$ cat config.mk
export PLATFORM = sky130hd
export DESIGN_NAME = ir_range_average_presence
export DESIGN_NICKNAME = d
export VERILOG_FILES = /design/src/hw/rtl/ira_pkg.sv /design/src/hw/rtl/ir_range_average_presence.sv /design/src/hw/rtl/ira_ctrl.sv /design/src/hw/rtl/ira_datapath.sv
export SDC_FILE = /design/constraint.sdc
export NUM_CORES = 2
export LEC_CHECK = 0
export BUFFER_PORTS_ARGS = -buffer_cell sky130_fd_sc_hd__buf_2
export CELL_PAD_IN_SITES_DETAIL_PLACEMENT = 1
export CELL_PAD_IN_SITES_GLOBAL_PLACEMENT = 1
export CORE_MARGIN = 3
export CORE_UTILIZATION = 54
export CTS_CLUSTER_SIZE = 12
export DETAILED_ROUTE_END_ITERATION = 7
export PLACE_DENSITY_LB_ADDON = 0.15
export SKIP_LAST_GASP = 1
export SLEW_MARGIN = 30
export SYNTH_ARGS = -nofsm -noshare
export SYNTH_HDL_FRONTEND = slang
export SYNTH_SLANG_ARGS = --single-unit
$ cat constraint.sdc
create_clock -name clock -period 6.66 [get_ports clock]
set_input_delay 0.333 -clock clock [delete_from_list [all_inputs] [get_ports clock]]
set_output_delay 0.333 -clock clock [all_outputs]
set_load 0.05 [all_outputs]
$ cat src/hw/rtl/ira_pkg.sv
// ----------------------------------------------------------------------------
// IR range averaging package
// Shared widths, constants, register indexes and controller/datapath types.
// ----------------------------------------------------------------------------
package ira_pkg;

   localparam int WINDOW_LEN = 100;
   localparam int SAMPLE_W   = 10;
   localparam int SUM_W      = 17;
   localparam int DIST_W     = 17;
   localparam int THR_W      = 13;
   localparam int PTR_W      = (WINDOW_LEN > 1) ? $clog2(WINDOW_LEN) : 1;

   // floor(sum / WINDOW_LEN) as (sum * RECIP_MULT) >> RECIP_SHIFT, exact for sums below 2^17
   localparam int RECIP_SHIFT = 24;
   localparam int RECIP_MULT  = ((2 ** RECIP_SHIFT) + WINDOW_LEN - 1) / WINDOW_LEN;
   localparam int RECIP_W     = $clog2(RECIP_MULT + 1);
   localparam int PROD_W      = SUM_W + RECIP_W;

   // linearisation: 6787 * 16 / (mean - 3) - 4 * 16
   localparam logic [DIST_W-1:0]   LIN_NUM_Q4    = DIST_W'(6787 * 16);
   localparam logic [DIST_W-1:0]   LIN_OFFSET_Q4 = DIST_W'(4 * 16);
   localparam logic [DIST_W-1:0]   DIST_MAX_Q4   = {DIST_W{1'b1}};
   localparam logic [SAMPLE_W-1:0] MEAN_BIAS     = SAMPLE_W'(3);

   localparam int DIV_STEPS = DIST_W;
   localparam int DIV_CNT_W = $clog2(DIV_STEPS);

   // configuration register indexes
   localparam int CSR_IDX_W = 2;
   localparam int CSR_DAT_W = THR_W;
   localparam logic [CSR_IDX_W-1:0] CSR_MIN_RAW   = 2'd0;
   localparam logic [CSR_IDX_W-1:0] CSR_MAX_RAW   = 2'd1;
   localparam logic [CSR_IDX_W-1:0] CSR_THRESHOLD = 2'd2;

   localparam logic [SAMPLE_W-1:0] MIN_RAW_RESET   = SAMPLE_W'(80);
   localparam logic [SAMPLE_W-1:0] MAX_RAW_RESET   = SAMPLE_W'(600);
   localparam logic [THR_W-1:0]    THRESHOLD_RESET = THR_W'(20);

   typedef struct packed {
      logic capture;   // clamp sample, read old window entry
      logic sum_upd;   // update running sum, write window, advance pointer
      logic mul;       // reciprocal multiply
      logic mean;      // take mean from product
      logic div_init;  // load divider
      logic div_step;  // one restoring division step
      logic load_out;  // register result, update presence
   } ctrl_cmd_type;

   typedef struct packed {
      logic div_last;
   } dp_status_type;

endpackage

$ cat src/hw/rtl/ir_range_average_presence.sv
// ----------------------------------------------------------------------------
// IR range average and presence detector
// Clamps samples, averages the last window, linearises to cm, flags presence.
// ----------------------------------------------------------------------------
// Each request transaction gives exactly one response transaction. Clamping
// and the window read happen in the accepting cycle. After acceptance the
// controller steps through the window update, the reciprocal multiply for the
// mean, divider set-up, the bit-serial restoring divider that forms
// 108592/(mean-3), and the result load, which waits until the output register
// is free. A new request is taken once the previous one has been registered,
// so no sample is accepted while the previous one is still in progress.
// The 100-entry window is cleared at reset through per-entry valid bits, so
// no clearing pass is needed. Write the clamp bounds and threshold only while
// no transaction is in flight.
module ir_range_average_presence (
   input  logic                            clock,
   input  logic                            reset,
   input  logic                            req_valid,
   output logic                            req_ready,
   input  logic [ira_pkg::SAMPLE_W-1:0]    req_sample,
   output logic                            rsp_valid,
   input  logic                            rsp_ready,
   output logic [ira_pkg::SAMPLE_W-1:0]    rsp_raw_average,
   output logic [ira_pkg::DIST_W-1:0]      rsp_distance_q4,
   output logic                            rsp_present,
   output logic                            rsp_release_pulse,
   input  logic                            csr_valid,
   output logic                            csr_ready,
   input  logic [ira_pkg::CSR_IDX_W-1:0]   csr_index,
   input  logic [ira_pkg::CSR_DAT_W-1:0]   csr_data
);

   ira_pkg::ctrl_cmd_type  cmd;
   ira_pkg::dp_status_type sts;

   assign csr_ready = 1'b1;

   ira_ctrl u_ctrl (
      .clock     (clock),
      .reset     (reset),
      .req_valid (req_valid),
      .req_ready (req_ready),
      .rsp_valid (rsp_valid),
      .rsp_ready (rsp_ready),
      .sts       (sts),
      .cmd       (cmd)
   );

   ira_datapath u_datapath (
      .clock             (clock),
      .reset             (reset),
      .cmd               (cmd),
      .sts               (sts),
      .req_sample        (req_sample),
      .csr_wr            (csr_valid),
      .csr_index         (csr_index),
      .csr_data          (csr_data),
      .rsp_raw_average   (rsp_raw_average),
      .rsp_distance_q4   (rsp_distance_q4),
      .rsp_present       (rsp_present),
      .rsp_release_pulse (rsp_release_pulse)
   );

endmodule

$ cat src/hw/rtl/ira_ctrl.sv
// ----------------------------------------------------------------------------
// IR range averaging controller
// Sequences one transaction through the datapath and owns both handshakes.
// ----------------------------------------------------------------------------
module ira_ctrl (
   input  logic                   clock,
   input  logic                   reset,
   input  logic                   req_valid,
   output logic                   req_ready,
   output logic                   rsp_valid,
   input  logic                   rsp_ready,
   input  ira_pkg::dp_status_type sts,
   output ira_pkg::ctrl_cmd_type  cmd
);

   localparam logic [2:0] S_IDLE  = 3'd0;
   localparam logic [2:0] S_SUM   = 3'd1;
   localparam logic [2:0] S_MUL   = 3'd2;
   localparam logic [2:0] S_MEAN  = 3'd3;
   localparam logic [2:0] S_DINIT = 3'd4;
   localparam logic [2:0] S_DIV   = 3'd5;
   localparam logic [2:0] S_POST  = 3'd6;

   logic [2:0] state_ff, state_in;
   logic       rsp_valid_ff, rsp_valid_in;
   logic       slot_free;

   assign req_ready = (state_ff == S_IDLE);
   assign rsp_valid = rsp_valid_ff;
   assign slot_free = !rsp_valid_ff || rsp_ready;

   always_comb begin
      state_in = state_ff;
      cmd      = '0;
      case (state_ff)
         S_IDLE: begin
            if (req_valid) begin
               cmd.capture = 1'b1;
               state_in    = S_SUM;
            end
         end
         S_SUM: begin
            cmd.sum_upd = 1'b1;
            state_in    = S_MUL;
         end
         S_MUL: begin
            cmd.mul  = 1'b1;
            state_in = S_MEAN;
         end
         S_MEAN: begin
            cmd.mean = 1'b1;
            state_in = S_DINIT;
         end
         S_DINIT: begin
            cmd.div_init = 1'b1;
            state_in     = S_DIV;
         end
         S_DIV: begin
            cmd.div_step = 1'b1;
            if (sts.div_last) state_in = S_POST;
         end
         S_POST: begin
            // hold until the output register is free
            if (slot_free) begin
               cmd.load_out = 1'b1;
               state_in     = S_IDLE;
            end
         end
         default: state_in = S_IDLE;
      endcase
   end

   always_comb begin
      rsp_valid_in = rsp_valid_ff;
      if (cmd.load_out)
         rsp_valid_in = 1'b1;
      else if (rsp_ready)
         rsp_valid_in = 1'b0;
   end

   always_ff @(posedge clock) begin
      if (reset) begin
         state_ff     <= S_IDLE;
         rsp_valid_ff <= 1'b0;
      end else begin
         state_ff     <= state_in;
         rsp_valid_ff <= rsp_valid_in;
      end
   end

endmodule

$ cat src/hw/rtl/ira_datapath.sv
// ----------------------------------------------------------------------------
// IR range averaging datapath
// Clamp, sample window, running mean, serial divider and presence logic.
// ----------------------------------------------------------------------------
module ira_datapath (
   input  logic                              clock,
   input  logic                              reset,
   input  ira_pkg::ctrl_cmd_type             cmd,
   output ira_pkg::dp_status_type            sts,
   input  logic [ira_pkg::SAMPLE_W-1:0]      req_sample,
   input  logic                              csr_wr,
   input  logic [ira_pkg::CSR_IDX_W-1:0]     csr_index,
   input  logic [ira_pkg::CSR_DAT_W-1:0]     csr_data,
   output logic [ira_pkg::SAMPLE_W-1:0]      rsp_raw_average,
   output logic [ira_pkg::DIST_W-1:0]        rsp_distance_q4,
   output logic                              rsp_present,
   output logic                              rsp_release_pulse
);

   localparam int SW = ira_pkg::SAMPLE_W;
   localparam int DW = ira_pkg::DIST_W;
   localparam int PW = ira_pkg::PTR_W;
   localparam int WL = ira_pkg::WINDOW_LEN;

   // configuration
   logic [SW-1:0]             min_raw_ff, max_raw_ff;
   logic [ira_pkg::THR_W-1:0] thr_cm_ff;

   always_ff @(posedge clock) begin
      if (reset) begin
         min_raw_ff <= ira_pkg::MIN_RAW_RESET;
         max_raw_ff <= ira_pkg::MAX_RAW_RESET;
         thr_cm_ff  <= ira_pkg::THRESHOLD_RESET;
      end else if (csr_wr) begin
         case (csr_index)
            ira_pkg::CSR_MIN_RAW:   min_raw_ff <= csr_data[SW-1:0];
            ira_pkg::CSR_MAX_RAW:   max_raw_ff <= csr_data[SW-1:0];
            ira_pkg::CSR_THRESHOLD: thr_cm_ff  <= csr_data;
            default: ;
         endcase
      end
   end

   // clamp, upper bound first
   logic [SW-1:0] clamped;

   always_comb begin
      if (req_sample > max_raw_ff)
         clamped = max_raw_ff;
      else if (req_sample < min_raw_ff)
         clamped = min_raw_ff;
      else
         clamped = req_sample;
   end

   // sample window; an entry not yet written reads as zero
   logic [SW-1:0]          win_mem_ff [WL];
   logic [WL-1:0]          valid_ff;
   logic [SW-1:0]          rd_data_ff;
   logic                   rd_valid_ff;
   logic [SW-1:0]          s_ff;
   logic [PW-1:0]          wp_ff;
   logic [ira_pkg::SUM_W-1:0] sum_ff;
   logic [SW-1:0]          old_sample;

   assign old_sample = rd_valid_ff ? rd_data_ff : '0;

   always_ff @(posedge clock) begin
      if (cmd.capture) begin
         rd_data_ff  <= win_mem_ff[wp_ff];
         rd_valid_ff <= valid_ff[wp_ff];
         s_ff        <= clamped;
      end
      if (cmd.sum_upd)
         win_mem_ff[wp_ff] <= s_ff;
   end

   always_ff @(posedge clock) begin
      if (reset) begin
         valid_ff <= '0;
         wp_ff    <= '0;
         sum_ff   <= '0;
      end else if (cmd.sum_upd) begin
         valid_ff[wp_ff] <= 1'b1;
         sum_ff <= sum_ff - ira_pkg::SUM_W'(old_sample) + ira_pkg::SUM_W'(s_ff);
         if (wp_ff == PW'(WL - 1))
            wp_ff <= '0;
         else
            wp_ff <= wp_ff + PW'(1);
      end
   end

   // mean by reciprocal multiply
   logic [ira_pkg::PROD_W-1:0] prod_ff;
   logic [SW-1:0]              mean_ff;

   always_ff @(posedge clock) begin
      if (cmd.mul)
         prod_ff <= ira_pkg::PROD_W'(sum_ff) *
                    ira_pkg::PROD_W'(ira_pkg::RECIP_MULT);
      if (cmd.mean)
         mean_ff <= prod_ff[ira_pkg::RECIP_SHIFT +: SW];
   end

   // restoring divider, one quotient bit a cycle
   logic [SW-1:0]                  rem_ff, den_ff;
   logic [DW-1:0]                  quo_ff;
   logic                           sat_ff;
   logic [ira_pkg::DIV_CNT_W-1:0]  cnt_ff;
   logic [SW:0]                    rem_sh;
   logic [SW+1:0]                  diff;

   assign rem_sh       = {rem_ff, quo_ff[DW-1]};
   assign diff         = {1'b0, rem_sh} - {2'b00, den_ff};
   assign sts.div_last = (cnt_ff == ira_pkg::DIV_CNT_W'(ira_pkg::DIV_STEPS - 1));

   always_ff @(posedge clock) begin
      if (cmd.div_init) begin
         sat_ff <= (mean_ff <= ira_pkg::MEAN_BIAS);
         den_ff <= mean_ff - ira_pkg::MEAN_BIAS;
         rem_ff <= '0;
         quo_ff <= ira_pkg::LIN_NUM_Q4;
         cnt_ff <= '0;
      end else if (cmd.div_step) begin
         cnt_ff <= cnt_ff + ira_pkg::DIV_CNT_W'(1);
         if (!diff[SW+1]) begin
            rem_ff <= diff[SW-1:0];
            quo_ff <= {quo_ff[DW-2:0], 1'b1};
         end else begin
            rem_ff <= rem_sh[SW-1:0];
            quo_ff <= {quo_ff[DW-2:0], 1'b0};
         end
      end
   end

   // distance and presence decision
   logic [DW-1:0] dist_q4;
   logic [DW-1:0] thr_q4;
   logic          present_in, release_in;
   logic          present_ff;

   assign thr_q4 = {thr_cm_ff, 4'b0000};

   always_comb begin
      if (sat_ff)
         dist_q4 = ira_pkg::DIST_MAX_Q4;
      else if (quo_ff < ira_pkg::LIN_OFFSET_Q4)
         dist_q4 = '0;
      else
         dist_q4 = quo_ff - ira_pkg::LIN_OFFSET_Q4;
   end

   always_comb begin
      present_in = present_ff;
      release_in = 1'b0;
      if (dist_q4 < thr_q4) begin
         present_in = 1'b1;
      end else if (dist_q4 > thr_q4 && present_ff) begin
         present_in = 1'b0;
         release_in = 1'b1;
      end
   end

   always_ff @(posedge clock) begin
      if (reset)
         present_ff <= 1'b0;
      else if (cmd.load_out)
         present_ff <= present_in;
   end

   always_ff @(posedge clock) begin
      if (cmd.load_out) begin
         rsp_raw_average   <= mean_ff;
         rsp_distance_q4   <= dist_q4;
         rsp_present       <= present_in;
         rsp_release_pulse <= release_in;
      end
   end

endmodule

==> flow_metrics.py <==
metrics = {
    "global_routing": {
        "track_usage_pct": 32.3,
        "grt_pass1_wl_um": 256000,
        "grt_pass1_vias": 37800,
        "antenna_found_initial": 5,
        "grt_max_degree": 116,
        "overflow": 0,
    },
    "finish": {
        "fin_nets": 4424,
        "post_layout_nonfiller_instances": 5566,
        "area_growth_pct": 12.3,
        "drive_gt1_share_pct": 15.8,
        "post-route-util_pct": 61.4,
    },
    "cts": {
        "clockBufferDepth": 3,
        "path_clk_slew_ns": 0.07,
        "cts_buffers": 137,
        "insertion_delay_ns": 0.74,
        "cts.sinks": 1275,
        "cts_tree": "yes",
        "cts_max_level": 4,
        "cts_root_buffer": "clkbuf_16",
        "postCtsSetupRepairBufs": 0,
    },
    "timing": {
        "rsz0062_at_grt": "no",
        "hold_viol_final": 0,
        "post-route-period-util_pct": 92.1,
        "slew_headroom_pct": 32.3,
        "setup-tns-final_ns": 0,
        "max_freq_mhz": 163,
        "min_period_ns": 6.13,
        "final_max_slew_viol_count": 0,
        "fin_skew_ns": 0.0256,
        "tightest_slew_ns": 1.02,
        "holdWs_ns": 0.0555,
        "setup_viol": 0,
    },
    "synthesis": {
        "synth-main-ff-cell": "edfxtp_1",
        "synth_edf_count": 1081,
        "ys_seq_elements": 1275,
        "netlist_instances": 3892,
        "syn-cell-area_um2": 56900,
        "syn_nets": 4244,
        "syn_avg_cell_area_um2": 14.6,
        "ys_types": 82,
        "async_flop_share_pct": 0,
        "yosysSeqAreaShare_pct": 63.9,
        "yosys_warnings": 0,
    },
    "floorplan": {
        "initial_core_util_pct": 54.7,
        "die_height_um": 330,
        "die_area_um2": 109000,
        "core_um2": 104000,
        "num_rows": 118,
        "dieWidth_um": 330,
        "ios": 62,
    },
    "setup_path": {
        "arrival_ns": 6.61,
        "path_delay_family": "adder cells",
        "cp-start-kind": "register",
        "worst-setup-path-type": "reg2reg",
        "worst_path_max_delay_cell": "fa_1",
        "path_buf_inv": 5,
        "path_cells": "inv_1 > fa_1 > fa_1 > fa_1 > inv_1 > fa_1 > fa_1 > inv_1 > fa_1 > inv_1 > ha_1 > nand4_1 > nor2_1 > nand3_1 > a2111oi_2 > nor3_1 > buf_4 > o21ai_2 > nor4_1 > or3_1",
        "worstPathRequired_ns": 7.13,
        "cp.depth": 20,
        "path_common_cell": "fa_1",
        "reg2reg_depth": 20,
        "slowest_delay_ns": 0.52,
        "crit_path_end_kind": "register",
        "crit_path_max_fanout": 7,
    },
    "route": {
        "drc_errors": 0,
        "postRouteWirelength_um": 175000,
        "drtAntennaViolNets": 0,
        "drt_iter0_markers": 4150,
        "drt_pass1_iterations": 5,
        "dr_total_vias": 36100,
        "detail_route.wl_per_cell_um": 31.5,
        "vias_per_cell": 6.49,
    },
    "pwr": {
        "ir_drop_v": 0.000594,
        "power_density_nw_per_um2": 346,
        "p_leak_nw": 22.8,
    },
    "min_path": {
        "hold_class": "in2reg",
        "hold_depth": 3,
    },
    "place": {
        "dp_hpwl_um": 112000,
        "place.gp.congestion": 0.913,
        "dp.cells": 5299,
        "io_buffers": 60,
    },
    "outcome": {
        "status": "finished, final reports clean",
    },
    "job": {
        "cap_violations": 0,
    },
}
## cells by family (layout without fill, tap and decap cells)
kind of cell	count (synthesis)	after routing	share of synthesized area, %
flops	1275	1275	63.9
compound gates	784	784	9.74
simple gates	646	646	5.05
buf+inv	497	790	3.75
fa+ha+maj	322	322	8.63
mux	318	318	8.14
xor+xnor	49	49	0.755
other cells	1	2	0.00660
## worst paths after layout
check                           slack [ns]                    from                     end
worst max register to register        0.53    u_datapath.sum_ff[5]  u_datapath.prod_ff[33]
worst min-delay path                  0.06           req_sample[2]      u_datapath.s_ff[2]
worst max-delay path                  0.53    u_datapath.sum_ff[5]  u_datapath.prod_ff[33]
worst min register to register        0.42  u_datapath.prod_ff[25]   u_datapath.mean_ff[1]
## power by group
group / internal, W / switching (W) / total [W]
Combinational: 0.00218 / 0.00342 / 0.00561
Sequential: 0.00893 / 0.000155 / 0.00909
Clock: 0.00431 / 0.00310 / 0.00741
Total: 0.0154 / 0.00668 / 0.0221
## cell usage in the layout, fill, tap and decap left out, drive strengths merged, types with 20 or more instances in the layout
cell    netlist  final
a22o         29     29
nor2        265    265
mux2i       125    125
nand2       186    186
and2         23     23
a221oi      130    130
fa          117    117
nor2b        20     20
a21oi       161    161
o22ai        40     40
mux4        107    107
clkbuf       77    211
dfxtp       194    194
xnor2        28     28
a21o         33     33
edfxtp     1081   1081
o21a        114    114
a22oi        42     42
ha          205    205
inv         289    296
nor3         38     38
mux2         86     86
clkinv        1     28
xor2         21     21
buf         130    234
nand3        36     36
o21ai        89     89
## cell type report
| class | instances | area [um2] |
|---|---|---|
| diodes | 1 | 2.50 |
| flip-flops and latches | 1275 | 36400 |
| clock buffers | 211 | 3900 |
| fillers | 9678 | 40100 |
| repair buffers | 248 | 1810 |
| clock inverters | 41 | 417 |
| multi-input cells | 2120 | 18500 |
| well taps | 1380 | 1730 |
| inverters | 290 | 1090 |
## registers in the layout, indices dropped and copies added (netlist names), 3 cells and up
| signal | cells |
|---|---|
| u_ctrl.state_ff | 3 |
| u_datapath.cnt_ff | 5 |
| u_datapath.den_ff | 10 |
| u_datapath.max_raw_ff | 10 |
| u_datapath.mean_ff | 10 |
| u_datapath.min_raw_ff | 10 |
| u_datapath.prod_ff | 10 |
| u_datapath.quo_ff | 17 |
| u_datapath.rd_data_ff | 10 |
| u_datapath.rem_ff | 10 |
| u_datapath.rsp_distance_q4 | 17 |
| u_datapath.rsp_raw_average | 10 |
| u_datapath.s_ff | 10 |
| u_datapath.sum_ff | 17 |
| u_datapath.thr_cm_ff | 13 |
| u_datapath.valid_ff | 100 |
| u_datapath.win_mem_ff | 1000 |
| u_datapath.wp_ff | 7 |
## through the flow
step | instance area (um2) | setup WS [ns] | power [W]
CTS | 63800 | 0.190 | 0.0223
global placement | 59300 | 0.336 | 0.0147
detailed placement | 59400 | 0.224 | 0.0149
global route | 63800 | 0.152 | 0.0234
floorplan | 56900 | 0.880 | 0.0132
finish | 63800 | 0.527 | 0.0221
## routing by layer
metal / vias to the layer above / routed length [um] / GRT usage (%)
met5: - / 36 / 0
met4: 6 / 9230 / 15.2
met3: 481 / 15700 / 6.34
met2: 1975 / 84500 / 52.8
met1: 18500 / 65800 / 41.9
li1: 15100 / - / -
## cell usage after synthesis (all sizes together) (20+ instances only)
master	count	share of area, %
edfxtp	1081	57
inv	289	1.9
nor2	265	1.8
ha	205	4.5
dfxtp	194	6.8
nand2	186	1.2
a21oi	161	1.4
a221oi	130	2.0
buf	130	1.3
mux2i	125	2.2
fa	117	4.1
o21a	114	1.5
mux4	107	4.2
o21ai	89	0.80
mux2	86	1.7
clkbuf	77	0.51
a22oi	42	0.55
o22ai	40	0.44
nor3	38	0.33
nand3	36	0.32
a21o	33	0.44
a22o	29	0.45
xnor2	28	0.43
and2	23	0.25
xor2	21	0.32
nor2b	20	0.23
## worst min-delay path, delay by kind of cell
kind | cells | cell delay (ns)
mux | 2 | 0.21
buf+inv | 1 | 0.12
## repair_timing
item,in CTS,in global routing
endpoints found under the hold margin,34,0
endpoints found under the setup margin,0,3
hold buffers,14,0
resized for setup,0,2
No activity file was read; power rests on OpenSTA's default activity.
